## config.mk

```make
export PLATFORM = sky130hd
export DESIGN_NAME = fixed_frame_crc8_receiver
export DESIGN_NICKNAME = d
export VERILOG_FILES = /design/src/rtl/ffcrc8_pkg.sv /design/src/rtl/fixed_frame_crc8_receiver.sv
export SDC_FILE = /design/constraint.sdc
export NUM_CORES = 1
export LEC_CHECK = 0
export ABC_CLOCK_PERIOD_IN_PS = 3000
export BUFFER_PORTS_ARGS = -buffer_cell sky130_fd_sc_hd__buf_2
export CORE_ASPECT_RATIO = 0.8
export CORE_UTILIZATION = 45
export CTS_BUF_LIST = sky130_fd_sc_hd__clkbuf_4 sky130_fd_sc_hd__clkbuf_8
export DETAILED_ROUTE_END_ITERATION = 8
export GPL_TIMING_DRIVEN = 0
export PLACE_DENSITY_LB_ADDON = 0.25
export SYNTH_ARGS = -nofsm -noshare
export SYNTH_HDL_FRONTEND = slang
export SYNTH_SLANG_ARGS = --single-unit
```

## constraint.sdc

```tcl
create_clock -name clk -period 3 [get_ports clk]
set_clock_uncertainty 0.15 [all_clocks]
set_input_delay 0.6 -clock clk [delete_from_list [all_inputs] [get_ports clk]]
set_output_delay 0.6 -clock clk [all_outputs]
set_load 0.01 [all_outputs]
```

## src/rtl/ffcrc8_pkg.sv

```systemverilog
package ffcrc8_pkg;

  localparam int FRAME_BYTES   = 10;
  localparam int PAYLOAD_BYTES = FRAME_BYTES - 1;
  localparam int BYTE_W        = 8;
  localparam int COUNT_W       = 6;
  localparam int ADDR_W        = (PAYLOAD_BYTES > 1) ? $clog2(PAYLOAD_BYTES) : 1;
  localparam int OUT_TDATA_W   = 16;

  localparam logic [BYTE_W-1:0] CRC_POLY = 8'h8C;

  typedef enum logic [1:0] {
    ST_RECV,
    ST_READ,
    ST_SEND
  } state_t;

  // one table entry of the reflected crc-8, bit by bit
  function automatic logic [BYTE_W-1:0] crc8_byte(input logic [BYTE_W-1:0] value);
    logic [BYTE_W-1:0] r;
    r = value;
    for (int k = 0; k < BYTE_W; k++) begin
      if (r[0]) begin
        r = (r >> 1) ^ CRC_POLY;
      end else begin
        r = r >> 1;
      end
    end
    return r;
  endfunction

endpackage

```

## src/rtl/fixed_frame_crc8_receiver.sv

```systemverilog
// fixed-length frame receiver with crc-8 check (reflected poly 0x8c, zero start)
// slave stream: one received byte per transfer on s_tdata
// master stream: payload bytes of a good frame, tlast on the final one;
//   a bad frame gives one transfer with tuser set, tdata zero and tlast set
// framing counts bytes since reset: FRAME_BYTES-1 payload bytes, then the crc
// payload bytes are taken one per cycle; the running crc is updated by the
// table function in the same cycle and the byte goes into the frame store
// on the crc byte the frame is checked: a bad frame shows its result on the
//   next cycle; a good frame is drained from the store by a read/send
//   sequencer, a read state then a send state per byte; a send waits until
//   the output register is free (one store read port, registered read data)
// s_tready is low while a frame drains, and for the crc byte while the
//   output register still holds an untaken result
// a stalled master side holds its result in the output register; payload
//   bytes of the next frame are still taken meanwhile
// rst (synchronous, active high) clears the byte count, the crc, the
//   sequencer and the output valid; the frame store is not cleared
module fixed_frame_crc8_receiver (
  input  logic                                clk,
  input  logic                                rst,
  input  logic                                s_tvalid,
  output logic                                s_tready,
  input  logic [ffcrc8_pkg::BYTE_W-1:0]       s_tdata,   // rx_byte[7:0]
  output logic                                m_tvalid,
  input  logic                                m_tready,
  output logic [ffcrc8_pkg::OUT_TDATA_W-1:0]  m_tdata,   // payload_byte[7:0], byte_index[13:8]
  output logic                                m_tlast,   // last_of_frame
  output logic                                m_tuser    // crc_bad
);

  localparam int PAD_W = ffcrc8_pkg::OUT_TDATA_W - ffcrc8_pkg::BYTE_W - ffcrc8_pkg::COUNT_W;

  ffcrc8_pkg::state_t state, state_next;

  logic [ffcrc8_pkg::COUNT_W-1:0] byte_count, byte_count_next;
  logic [ffcrc8_pkg::BYTE_W-1:0]  running_crc, running_crc_next;
  logic [ffcrc8_pkg::ADDR_W-1:0]  rd_idx, rd_idx_next;
  logic [ffcrc8_pkg::BYTE_W-1:0]  rd_data;

  logic                           out_valid, out_valid_next;
  logic [ffcrc8_pkg::BYTE_W-1:0]  out_byte, out_byte_next;
  logic [ffcrc8_pkg::COUNT_W-1:0] out_index, out_index_next;
  logic                           out_last, out_last_next;
  logic                           out_bad, out_bad_next;

  logic [ffcrc8_pkg::BYTE_W-1:0] frame_store [ffcrc8_pkg::PAYLOAD_BYTES];

  logic is_final;
  logic out_free;
  logic in_xfer;
  logic rd_is_last;

  assign is_final   = byte_count >= ffcrc8_pkg::COUNT_W'(ffcrc8_pkg::PAYLOAD_BYTES);
  assign out_free   = !out_valid || m_tready;
  assign in_xfer    = s_tvalid && s_tready;
  assign rd_is_last = rd_idx == ffcrc8_pkg::ADDR_W'(ffcrc8_pkg::PAYLOAD_BYTES - 1);

  always_ff @(posedge clk) begin
    if (rst) begin
      state       <= ffcrc8_pkg::ST_RECV;
      byte_count  <= '0;
      running_crc <= '0;
      rd_idx      <= '0;
      out_valid   <= 1'b0;
    end else begin
      state       <= state_next;
      byte_count  <= byte_count_next;
      running_crc <= running_crc_next;
      rd_idx      <= rd_idx_next;
      out_valid   <= out_valid_next;
    end
  end

  always_ff @(posedge clk) begin
    out_byte  <= out_byte_next;
    out_index <= out_index_next;
    out_last  <= out_last_next;
    out_bad   <= out_bad_next;
  end

  // frame store, one write and one registered read port
  always_ff @(posedge clk) begin
    if (in_xfer && !is_final) begin
      frame_store[byte_count[ffcrc8_pkg::ADDR_W-1:0]] <= s_tdata;
    end
    rd_data <= frame_store[rd_idx];
  end

  always_comb begin
    state_next       = state;
    byte_count_next  = byte_count;
    running_crc_next = running_crc;
    rd_idx_next      = rd_idx;
    out_valid_next   = out_valid && !m_tready;
    out_byte_next    = out_byte;
    out_index_next   = out_index;
    out_last_next    = out_last;
    out_bad_next     = out_bad;
    s_tready         = 1'b0;

    unique case (state)
      ffcrc8_pkg::ST_RECV: begin
        s_tready = !is_final || out_free;
        if (in_xfer) begin
          if (is_final) begin
            byte_count_next  = '0;
            running_crc_next = '0;
            if (s_tdata == running_crc) begin
              rd_idx_next = '0;
              state_next  = ffcrc8_pkg::ST_READ;
            end else begin
              out_valid_next = 1'b1;
              out_byte_next  = '0;
              out_index_next = '0;
              out_last_next  = 1'b1;
              out_bad_next   = 1'b1;
            end
          end else begin
            byte_count_next  = byte_count + 1'b1;
            running_crc_next = ffcrc8_pkg::crc8_byte(running_crc ^ s_tdata);
          end
        end
      end
      ffcrc8_pkg::ST_READ: begin
        state_next = ffcrc8_pkg::ST_SEND;
      end
      ffcrc8_pkg::ST_SEND: begin
        if (out_free) begin
          out_valid_next = 1'b1;
          out_byte_next  = rd_data;
          out_index_next = ffcrc8_pkg::COUNT_W'(rd_idx);
          out_last_next  = rd_is_last;
          out_bad_next   = 1'b0;
          if (rd_is_last) begin
            state_next = ffcrc8_pkg::ST_RECV;
          end else begin
            rd_idx_next = rd_idx + 1'b1;
            state_next  = ffcrc8_pkg::ST_READ;
          end
        end
      end
      default: begin
        state_next = ffcrc8_pkg::ST_RECV;
      end
    endcase
  end

  assign m_tvalid = out_valid;
  assign m_tdata  = {{PAD_W{1'b0}}, out_index, out_byte};
  assign m_tlast  = out_last;
  assign m_tuser  = out_bad;

endmodule

```

# [Word-level counts from Yosys, hierarchy flattened]
# Memories as Yosys holds them, arrays and structs flattened. A register that Yosys moved wholly into a read port is not among the register bits.
# Index checks and enable logic that the tools add are counted.
[classes] add_sub_neg=2 n_eq_ne=10 reduce_logical=14 magnitude_cmp=1 muxes=68 bitwise_logic=9
[op_table] op="2-to-1 mux 8 bit" n=34
[op_table] op="2-to-1 mux 6 bit" n=5
[op_table] op="inverter 2 -> 3 bit" n=8
[op_table] op="2-to-1 mux 4 bit" n=5
[op_table] op="one-hot mux 8 bit (2 select lines)" n=1
[op_table] op="2-to-1 mux 1 bit" n=13
[op_table] op="!= test 2 bit, second input constant" n=6
[op_table] op="one-hot mux 6 bit (2 select lines)" n=1
[op_table] op="equality test 8 bit" n=1
[op_table] op="2-to-1 mux 2 bit" n=4
[op_table] op="one-hot mux 4 bit (2 select lines)" n=1
[op_table] op="bitwise XOR 8 bit" n=1
[op_table] op="adder 6 x 1 -> 6 bit, second input constant" n=1
[op_table] op="greater-or-equal comparator 6 x 4 -> 1 bit, second input constant" n=1
[op_table] op="one-hot mux 1 bit (2 select lines)" n=3
[op_table] op="one-hot mux 2 bit (3 select lines)" n=1
[op_table] op="AND reduction 6 bit" n=1
[op_table] op="AND reduction 5 bit" n=1
[op_table] op="adder 4 x 1 -> 4 bit, second input constant" n=1
[op_table] op="equality test 4 bit, second input constant" n=1
[op_table] op="AND reduction 4 bit" n=1
[op_table] op="logical AND 1 bit" n=3
[op_table] op="logical NOT 1 bit" n=3
[op_table] op="equality test 2 x 1 -> 1 bit, second input constant" n=1
[op_table] op="5 further kinds" n=6
[word_totals] wordCells=114 mem_count=1 regBits=37 ramBits=72
[mem_list] name="frame_store" depth=9 word_bits=8 rd=1 rd_ports_with_merged_regs=1 wr=1 line="fixed_frame_crc8_receiver.sv:46" text="logic [ffcrc8_pkg::BYTE_W-1:0] frame_store [ffcrc8_pkg::PAYLOAD_BYTES];"

# [Longest topological paths before layout]
# Gate-level depths: netlist of run 1.
[depth] ltp_word=40 mapped_depth=8 depth_no_buf=7

# [Worst setup path before layout of run 1]
# No wires, ideal clock.
[synth_timing] path_type="input to register" startpoint="in s_tdata[2] (netlist bit)" endpoint="reg out_last, in the netlist m_tlast (enable)" arrival_ps=2328 required_ps=2447 path_stages=5 setup_slack_ps=119 path_buffers=0 setup_time_ps=403 cell_sequence="xor2_1 -> nor4b_2 -> a211oi_1 -> nor2_1 -> nor3_1"
[synth_between] elab_chain_len=3
[synth_rtl] element="from (decl)" line="fixed_frame_crc8_receiver.sv:23" text="input logic [ffcrc8_pkg::BYTE_W-1:0] s_tdata,"
[synth_rtl] element="equality test 8 bit" line="fixed_frame_crc8_receiver.sv:108" text="if (s_tdata == running_crc) begin"
[synth_rtl] element="!= test 2 bit (no line)"
[synth_rtl] element="AND reduction 5 bit (no line)"
[synth_rtl] element="to (signal assigned)" line="fixed_frame_crc8_receiver.sv:77" text="out_last <= out_last_next;"
[synth_rtl] element="to (decl)" line="fixed_frame_crc8_receiver.sv:43" text="logic out_last, out_last_next;"
# No other way between the ends.
# A chain may end at the register's enable or synchronous reset.

# [Final worst setup path of run 1]
[layout_timing] startpoint="reg byte_count[1] (netlist bit)" endpoint="mem frame_store[2][6] (netlist bit) (enable)"
[layout_between] elab_chain_len=8
[layout_rtl] element="from (decl)" line="fixed_frame_crc8_receiver.sv:35" text="logic [ffcrc8_pkg::COUNT_W-1:0] byte_count, byte_count_next;"
[layout_rtl] element="from (signal assigned)" line="fixed_frame_crc8_receiver.sv:67" text="byte_count <= byte_count_next;"
[layout_rtl] element="greater-or-equal comparator 6 x 4 -> 1 bit" line="fixed_frame_crc8_receiver.sv:53" text="assign is_final = byte_count >= ffcrc8_pkg::COUNT_W'(ffcrc8_pkg::PAYLOAD_BYTES);"
[layout_rtl] element="logical NOT 1 bit" line="fixed_frame_crc8_receiver.sv:83, fixed_frame_crc8_receiver.sv:103"
[layout_rtl] element="logical OR 1 bit" line="fixed_frame_crc8_receiver.sv:103" text="s_tready = !is_final || out_free;"
[layout_rtl] element="2-to-1 mux 1 bit" line="fixed_frame_crc8_receiver.sv:101" text="unique case (state)"
[layout_rtl] element="logical AND 1 bit" line="fixed_frame_crc8_receiver.sv:55" text="assign in_xfer = s_tvalid && s_tready;"
[layout_rtl] element="logical AND 1 bit" line="fixed_frame_crc8_receiver.sv:83" text="if (in_xfer && !is_final) begin"
[layout_rtl] element="2-to-1 mux 1 bit" line="fixed_frame_crc8_receiver.sv:83"
[layout_rtl] element="2-to-1 mux 1 bit (implied by the code)" line="fixed_frame_crc8_receiver.sv:84" text="frame_store[byte_count[ffcrc8_pkg::ADDR_W-1:0]] <= s_tdata;"
[layout_rtl] element="to (decl)" line="fixed_frame_crc8_receiver.sv:46"
# Several ways; a longest one is shown, not always the timed one.

==> results of run 1 <==
==> layout by cell type (no fill, tap or decap), types with 4 or more instances in the layout <==
master    synthesis  final
a21oi_1           5      5
and2_1           14     10
and2_2            0      4
buf_2             3     30
buf_4             4      8
clkbuf_1          8      8
clkbuf_4          0      6
clkbuf_8          0     18
clkinv_2          0      4
conb_1            1      4
dfxtp_1          29     29
edfxtp_1         86     86
ha_1              7      7
inv_1             9      9
mux2i_1          10     10
mux4_2           16     16
nand2_1          12     12
nor2_1           18     17
nor2b_1           4      4
nor4b_2           2      5
o21ai_0          10     10
xnor2_1           5      5
xor2_1            7      7
==> report_power, final <==
| group | switching [mW] | total, mW | internal, mW |
|---|---|---|---|
| combinational | 0.281 | 0.550 | 0.270 |
| sequential | 0.0451 | 1.83 | 1.78 |
| clock | 0.569 | 1.20 | 0.631 |
| total | 0.895 | 3.58 | 2.68 |
==> worst max-delay path: stages (launching register included) <==
cell	delay [ns]
dfxtp_1	0.42
inv_1	0.11
ha_1	0.23
nor3b_1	0.34
o211ai_1	0.15
clkbuf_1	0.32
nor4b_2	0.63
buf_4	0.27
==> through the flow <==
step	power (mW)	util [%]	worst slack, ns
after global placement	2.391	49.39	-0.6322
after floorplan	2.291	-	0.1188
after detailed placement	2.409	50.09	0.009326
after global routing	3.738	53.54	-0.09764
final	3.578	53.54	0.09834
after CTS	3.608	53.37	0.06355
==> logic make-up after synthesis <==
kind of cell	Yosys count
adders and majority gates	7
buffers and inverters	25
other	1
and+or+nand+nor	73
xor gates and xnor gates	18
AOI/OAI and AO/OA	40
DFF	115
muxes	26
==> per-layer routing <==
layer	global-route usage (%)	up-vias	wire length (um)
met1	25.81	1283	4247
met3	5.419	4	540
met5	0	-	0
met2	28.75	74	4201
li1	-	1258	-
met4	7.278	0	32
==> repair_timing <==
item / 4_1_cts / 5_1_grt
cloned: 0 / 0
resized for setup: 1 / 7
setup endpoints to repair: 8 / 52
pin swaps: 0 / 0
==> how the worst max path moves through the flow <==
| stage | startpoint | endpoint | slack, ns | cells after the start |
|---|---|---|---|---|
| 4_1_cts | byte_count[1] | frame_store[1][5] | 0.06 | 7 |
| 2_1_floorplan | s_tdata[2] | m_tlast | 0.12 | 5 |
| 3_5_place_dp | byte_count[1] | frame_store[8][6] | 0.009 | 6 |
| 5_1_grt | byte_count[1] | frame_store[2][6] | -0.1 | 7 |
| 3_3_place_gp | s_tdata[2] | out_byte[1] | -0.63 | 6 |
| 6_report | byte_count[1] | frame_store[2][6] | 0.1 | 7 |
==> sequential cells by signal, indices dropped and copies added (netlist names) <==
| signal | cells |
|---|---|
| m_tlast | 1 |
| rd_data | 8 |
| out_index | 4 |
| frame_store | 72 |
| rd_idx | 4 |
| out_byte | 8 |
| running_crc | 8 |
| m_tvalid | 1 |
| state | 2 |
| m_tuser | 1 |
| byte_count | 6 |
==> final cells by class <==
class,count,area (um2),share of cell area [%]
Buffer,16,80.08,1.461
Clock buffer,24,292.8,5.340
Clock inverter,8,38.79,0.7074
Inverter,9,33.78,0.6162
Multi-Input combinational cell,168,1523,27.77
Sequential cell,115,3163,57.69
Tap cell,140,175.2,3.195
Timing Repair Buffer,32,176.4,3.218
==> impl_metrics.toml, run 1 <==
[critical_path]
cp.arrival_ns = 2.89
rr_endpoint = "frame_store[2][6]"
r2r_slack_ns = 0.1
critPathKind = "reg2reg"
reg2reg_depth = 7
cp_max_fo = 10
worstPathRequired_ns = 2.99
rr_startpoint = "byte_count[1]"
start_kind = "register"
cp-end-kind = "register"

[min_path]
worstHoldPathType = "reg2reg"
min_delay_path_depth = 2
hold_end = "rd_data[6]"
worstHoldStart = "frame_store[8][6]"

[route]
vias_per_cell = 5.115
drt_wl_total_um = 9021
num_vias = 2619
drt_pass1_iterations = 4
wire_per_inst_um = 17.62
drtIter0Drc = 166
ant_nets = 0
drc = 0

[global_route]
overflow = 0
grt_max_degree = 17
antenna_found_initial = 0
grt_pass1_wl_um = 14330
grt_pass1_vias = 2621
grt_use_total_pct = 18.94

[synth]
async_reset_ff_share_pct = 0
ys.flop_type = "edfxtp_1"
synth-adder-area-share_pct = 1.849
postSynthCellCount = 305
muxShareOfSynthArea_pct = 9.723
synth-simple-area-share_pct = 8.639
yosysWarnings = 0
synth_edf_count = 86
synth_commonest_cells = "edfxtp_1 (86), dfxtp_1 (29), nor2_1 (18)"
synth.most_common_cell = "edfxtp_1"
synth.distinct_cells = 50
synth_top_cell_area_share_pct = 54.53
postSynthAreaPerCell_um2 = 15.53
yosysTopAreaCell = "edfxtp_1"
ys_seq_area_share_pct = 66.79
synth_top_family_by_area = "multiplexers"
synth.area.top_cells = "edfxtp_1 (55%), dfxtp_1 (12%), mux4_2 (7.6%), mux2i_1 (2.1%), and2_1 (1.8%)"
syn_area_um2 = 4736
synth_xor_area_share_pct = 4.412
synth_compound_area_share_pct = 6.129
ys_ff_latch = 115

[floorplanning]
num_rows = 33
core_um2 = 10240
io_pins = 32
die_area_um2 = 10940
die-height_um = 93.76
fp.dieW_um = 116.7
start_util_pct = 46.25

[outcome]
outcome = "completed"

[place]
gp_congestion = 0.7794
dp.cells = 480
place.port_buffers = 27
dpl.hpwl_um = 6129
placed_cell_area_um2 = 5129

[clock_tree]
cts_inserted_buffers = 17
cts_max_level = 4
cts_setup_buffers = 0
root_buffer = "clkbuf_8"
clkLatencyLatePin_ns = 0.43
clk_path_buf_depth = 2
cts_hold_buf = 0
clkTransAtPathRegs_ns = 0.06
cts_tree = "yes"
cts_sinks = 115

[cells_and_area]
final_cell_area_um2 = 5483
area_growth_syn_to_layout_pct = 15.77
fin_cells = 512
n_antenna_cell = 0
nNetsFinal = 378
drive_gt1_share_pct = 27.96
nFillCells = 868

[sta]
fin_worst_hold_slack_ns = 0.3006
fin_crit_sh_pct = 96.72
max_slew_margin_pct = 52.44
finalSetupViolations = 0
drv_slew = 0
rsz0062_at_grt = "true"
tightest_slew_ns = 0.7134
max_freq_mhz = 344.6
fin_tns_setup_ns = 0
period_needed_ns = 2.902
finalHoldViolations = 0

[power]
pwr_density_cell_nw_per_um2 = 652.6
p_leak_nw = 1.967
ir_drop_uv = 419.8

[run]
maxCapViolCount = 0
(Power assumes the default switching activity.)
==> run 2, diff against run 1 <==
--- a/config.mk
+++ b/config.mk
@@ -5,10 +5,11 @@
 export SDC_FILE = /design/constraint.sdc
 export NUM_CORES = 1
 export LEC_CHECK = 0
+export ABC_AREA = 1
 export ABC_CLOCK_PERIOD_IN_PS = 3000
 export BUFFER_PORTS_ARGS = -buffer_cell sky130_fd_sc_hd__buf_2
 export CORE_ASPECT_RATIO = 0.8
-export CORE_UTILIZATION = 45
+export CORE_UTILIZATION = 49
 export CTS_BUF_LIST = sky130_fd_sc_hd__clkbuf_4 sky130_fd_sc_hd__clkbuf_8
 export DETAILED_ROUTE_END_ITERATION = 8
 export GPL_TIMING_DRIVEN = 0
==> impl_metrics.toml, run 2 <==
[synth]
synth_commonest_cells = "nand2_1 (102), edfxtp_1 (86), nor2_1 (63)"
ys_seq_area_share_pct = 63.98
postSynthCellCount = 483
async_reset_ff_share_pct = 0
synth.most_common_cell = "nand2_1"
ys_ff_latch = 115
postSynthAreaPerCell_um2 = 10.23
syn_area_um2 = 4943
synth.area.top_cells = "edfxtp_1 (52%), dfxtp_1 (12%), nand2_1 (7.7%), nor2_1 (4.8%), o21ai_0 (3.7%)"
yosysTopAreaCell = "edfxtp_1"
synth.distinct_cells = 34
ys.flop_type = "edfxtp_1"
synth_edf_count = 86
synth_top_cell_area_share_pct = 52.24
yosysWarnings = 0

[critical_path]
cp_max_fo = 9
cp-end-kind = "register"
worstPathRequired_ns = 2.90
cp_top_family = "simple AND/OR/NAND/NOR gates"
rr_endpoint = "frame_store[7][6]"
reg2reg_depth = 11
start_kind = "register"
slowest_delay_ns = 0.62
crit_chain = "inv_1 -> ha_1 -> inv_1 -> nand2_1 -> nand2_2 -> nand2_2 -> inv_2 -> nand3_4 -> nor2_1 -> inv_1 -> nor2_1"
r2r_slack_ns = 0.31
crit_top_cell = "inv_1"
critPathKind = "reg2reg"
rr_startpoint = "byte_count[1]"
cp_num_buf_inv = 4
critPathSlowestCell = "nor2_1"
cp.arrival_ns = 2.59

[sta]
fin_tns_setup_ns = 0
fin_ws_ns = 0.3103
period_needed_ns = 2.690
drv_slew = 0
finalSetupViolations = 0
max_slew_margin_pct = 41.52
rsz0062_at_grt = "false"
max_freq_mhz = 371.8
tightest_slew_ns = 0.8724
fin_crit_sh_pct = 89.66
finalHoldViolations = 0

[cells_and_area]
n_antenna_cell = 0
area_growth_syn_to_layout_pct = 15.82
final_cell_mix = "nand2_1 (102), edfxtp_1 (86), nor2_1 (60), inv_1 (45), o21ai_0 (37)"
final_util_pct = 58.85
drive_gt1_share_pct = 17.83
fin_cells = 680
nNetsFinal = 550
largest_reg_flops = 72
final_common_cell = "nand2_1"

[route]
ant_nets = 0
num_vias = 3572
wire_per_inst_um = 15.83
vias_per_cell = 5.253
drtIter0Drc = 319
drc = 0
drt_pass1_iterations = 5
drt_wl_total_um = 10760

[min_path]
worstHoldPathType = "reg2reg"
min_delay_path_depth = 2
worstHoldStart = "byte_count[4]"
hold_end = "byte_count[4]"

[place]
dp.cells = 648
gp_congestion = 0.8098
place.port_buffers = 26
dpl_worst_slack_ns = 0.002245
dpl.hpwl_um = 7252

[clock_tree]
root_buffer = "clkbuf_8"
cts_inserted_buffers = 17
cts_tree = "yes"
cts_sinks = 115
cts_hold_buf = 0
clkTransAtPathRegs_ns = 0.06
cts_max_level = 4
clk_path_buf_depth = 2
cts_setup_buffers = 0
clkLatencyLatePin_ns = 0.43

[power]
pwr_density_cell_nw_per_um2 = 624.5
finalPower_mw = 3.575
ir_drop_uv = 349.1
p_leak_nw = 2.268

[floorplanning]
fp.dieW_um = 114.3
die-height_um = 91.84
die_area_um2 = 10500
start_util_pct = 50.81
core_um2 = 9729
num_rows = 32
io_pins = 32

[global_route]
grt_pass1_vias = 3529
overflow = 0
grt_use_total_pct = 22.94
grt_max_degree = 17
antenna_found_initial = 0
grt_pass1_wl_um = 17790

[run]
maxCapViolCount = 0

[outcome]
outcome = "completed"
run 2: logic make-up after synthesis:
family,synth area share (%)
other cells,0.07586
simple gates,18.40
buf+inv,5.999
fa+ha+maj,1.772
compound gates,9.061
xor+xnor,0.7088
flops,63.98
run 2: timing repair:
action,in CTS,in global routing
endpoints found under the setup margin,8,32
resized for setup,1,6
gates cloned,0,0
run 2: worst reg2reg max path, stage by stage, from the launching register on:
cell	delay (ns)
dfxtp_1	0.40
inv_1	0.12
ha_1	0.20
inv_1	0.12
nand2_1	0.08
nand2_2	0.09
nand2_2	0.07
inv_2	0.10
nand3_4	0.15
nor2_1	0.13
inv_1	0.08
nor2_1	0.62
run 2: area by class of cell:
| type | instances | area, um2 |
|---|---|---|
| inverter | 53 | 198.9 |
| buffer | 19 | 97.59 |
| tap | 136 | 170.2 |
| clock buffer | 21 | 270.3 |
| multi-input combinational | 299 | 1534 |
| clock inverter | 11 | 161.4 |
| timing repair buffer | 26 | 130.1 |
| sequential | 115 | 3163 |
| fill | 818 | 4004 |
run 2: where the power goes:
| group | internal, mW | switching (mW) | leakage (nW) |
|---|---|---|---|
| Sequential | 1.75 | 0.0208 | 1.02 |
| Combinational | 0.0817 | 0.169 | 1.02 |
| Clock | 0.948 | 0.606 | 0.224 |
| Total | 2.78 | 0.796 | 2.27 |
run 2: layer usage:
layer / GRT usage [%] / up-vias / wire length (um)
met4: 10.17 / 0 / 142
met1: 30.32 / 1721 / 4886
met5: 0 / - / 0
li1: - / 1728 / -
met2: 36.21 / 107 / 5143
met3: 5.221 / 16 / 589
run 2: metrics by stage:
stage / area [um2] / hold slack, ns
after CTS: 5702 / 0.2929
after global routing: 5725 / 0.3151
final: 5725 / 0.2899
after global placement: 5255 / 0.2761
after floorplan: 4955 / 0.2669
after detailed placement: 5265 / 0.2794
run 2: worst max-delay path by stage:
stage | depth (start not counted) | start | slack [ns] | end
after floorplan | 11 | byte_count[1] | 0.61 | frame_store[8][0]
after global placement | 11 | byte_count[1] | -0.24 | frame_store[8][4]
after detailed placement | 9 | byte_count[1] | 0.002 | frame_store[2][5]
after CTS | 11 | byte_count[1] | 0.1 | frame_store[0][1]
after global routing | 11 | byte_count[1] | 0.11 | frame_store[0][0]
final | 11 | byte_count[1] | 0.31 | frame_store[7][6]
==> run 3, diff against run 2 <==
--- a/config.mk
+++ b/config.mk
@@ -5,7 +5,6 @@
 export SDC_FILE = /design/constraint.sdc
 export NUM_CORES = 1
 export LEC_CHECK = 0
-export ABC_AREA = 1
 export ABC_CLOCK_PERIOD_IN_PS = 3000
 export BUFFER_PORTS_ARGS = -buffer_cell sky130_fd_sc_hd__buf_2
 export CORE_ASPECT_RATIO = 0.8
==> impl_metrics.toml, run 3 (synthesis gave the netlist of run 1 again) <==
[outcome]
outcome = "finished, violations left"
violations = "DRC"

[critical_path]
critPathKind = "reg2reg"
crit_chain = "inv_1 -> ha_1 -> nor3b_1 -> o211ai_1 -> clkbuf_1 -> nor4b_2 -> buf_4"
worstPathRequired_ns = 2.98
cp_top_family = "simple AND/OR/NAND/NOR gates"
slowest_delay_ns = 0.61
cp_num_buf_inv = 3
start_kind = "register"
cp-end-kind = "register"
critPathSlowestCell = "nor4b_2"
cp.arrival_ns = 2.82
cp_max_fo = 10

[min_path]
worstHoldPathType = "reg2reg"

[route]
vias_per_cell = 5.533
ant_nets = 0
drc = 2
drtIter0Drc = 142
drt_pass1_iterations = 6
wire_per_inst_um = 19.01
num_vias = 2689
drt_wl_total_um = 9237

[clock_tree]
cts_hold_buf = 0
clkLatencyLatePin_ns = 0.42
cts_tree = "yes"
cts_max_level = 4
cts_setup_buffers = 0
clk_path_buf_depth = 2
cts_sinks = 115
cts_inserted_buffers = 17
root_buffer = "clkbuf_8"
clkTransAtPathRegs_ns = 0.06

[cells_and_area]
multiInputGateArea_um2 = 1519
n_antenna_cell = 0
drive_gt1_share_pct = 26.95
ff_latch_area_um2 = 3163
area_growth_syn_to_layout_pct = 17.65
final_cell_area_um2 = 5572
final_cell_mix = "edfxtp_1 (86), buf_2 (30), dfxtp_1 (29), nor2_1 (17), clkbuf_8 (17)"
nNetsFinal = 378
nFillCells = 716
final_util_pct = 60.36
final_common_cell = "edfxtp_1"
largest_reg_flops = 72

[sta]
tightest_slew_ns = 0.8016
fin_worst_hold_slack_ns = 0.2983
fin_crit_sh_pct = 94.77
fin_tns_setup_ns = 0
drv_slew = 0
period_needed_ns = 2.843
finalHoldViolations = 0
max_freq_mhz = 351.7
finalSetupViolations = 0
max_slew_margin_pct = 46.27
rsz0062_at_grt = "true"

[floorplanning]
io_pins = 32
fp.dieW_um = 111.9
core_um2 = 9231
die_area_um2 = 10060
start_util_pct = 51.30
num_rows = 31
die-height_um = 89.93

[place]
place.port_buffers = 27
dpl.hpwl_um = 6286
gp_congestion = 0.7502
placed_cell_area_um2 = 5097

[global_route]
grt_use_total_pct = 20.35
grt_max_degree = 17
grt_pass1_vias = 2730
grt_pass1_wl_um = 14710
antenna_found_initial = 0
overflow = 0

[power]
ir_drop_uv = 496.5
pwr_density_cell_nw_per_um2 = 723.8
p_leak_nw = 2.014

[run]
maxCapViolCount = 0
run 3: cell count changes in the layout (fill, tap and decap cells not counted), sizes merged, moves of 10 or more:
cell    change
nor2       -48
mux4       +16
mux2i      +10
a21oi      -14
and2       +14
o221ai     -14
inv        -42
nand2      -97
nand3      -21
o21ai      -27
run 3: power breakdown:
part	internal (mW)	leakage, nW	total (mW)	switching [mW]
clock	1.06	0.228	1.65	0.585
sequential	1.78	1.02	1.83	0.0470
combinational	0.269	0.765	0.555	0.286
total	3.11	2.01	4.03	0.919
run 3: path summary, 6_finish.rpt:
path | slack (ns) | start | end | depth (start not counted)
max | 0.16 | byte_count[1] | frame_store[0][2] | 7
min | 0.30 | frame_store[8][0] | rd_data[0] | 2
max reg2reg | 0.16 | byte_count[1] | frame_store[0][2] | 7
min reg2reg | 0.30 | frame_store[8][0] | rd_data[0] | 2
run 3: worst reg2reg max path: stages, from the launching register on:
cell and delay (ns):
dfxtp_1 0.40, inv_1 0.10, ha_1 0.23, nor3b_1 0.34, o211ai_1 0.16, clkbuf_1 0.33, nor4b_2 0.61, buf_4 0.25
run 3: timing repair:
item,CTS,global route
cloned,0,0
resized for setup,1,4
setup endpoints to repair,8,60
run 3: cell type report:
cell class / count / share of cell area, %
repair buffers: 32 / 3.166
flip-flops and latches: 115 / 56.77
plain buffers: 16 / 1.437
multi-input cells: 168 / 27.26
clock buffers: 18 / 4.334
inverters: 9 / 0.6063
clock inverters: 13 / 3.840
well taps: 115 / 2.583
run 3: per-layer routing:
metal	track usage [%]	vias to the layer above	wire length, um
met4	8.221	0	132
met1	26.95	1323	4134
li1	-	1261	-
met3	5.597	12	522
met2	31.88	93	4448
met5	0	-	0
run 3: metrics by stage:
| step | setup slack (ns) | cells | power [mW] |
|---|---|---|---|
| detailed placement | -0.2371 | 455 | 2.405 |
| global route | -0.06601 | 486 | 4.176 |
| finish | 0.1569 | 486 | 4.032 |
| CTS | 0.04458 | 486 | 4.050 |
| global placement | -0.5842 | 450 | 2.383 |
| floorplan | 0.1188 | 308 | 2.291 |
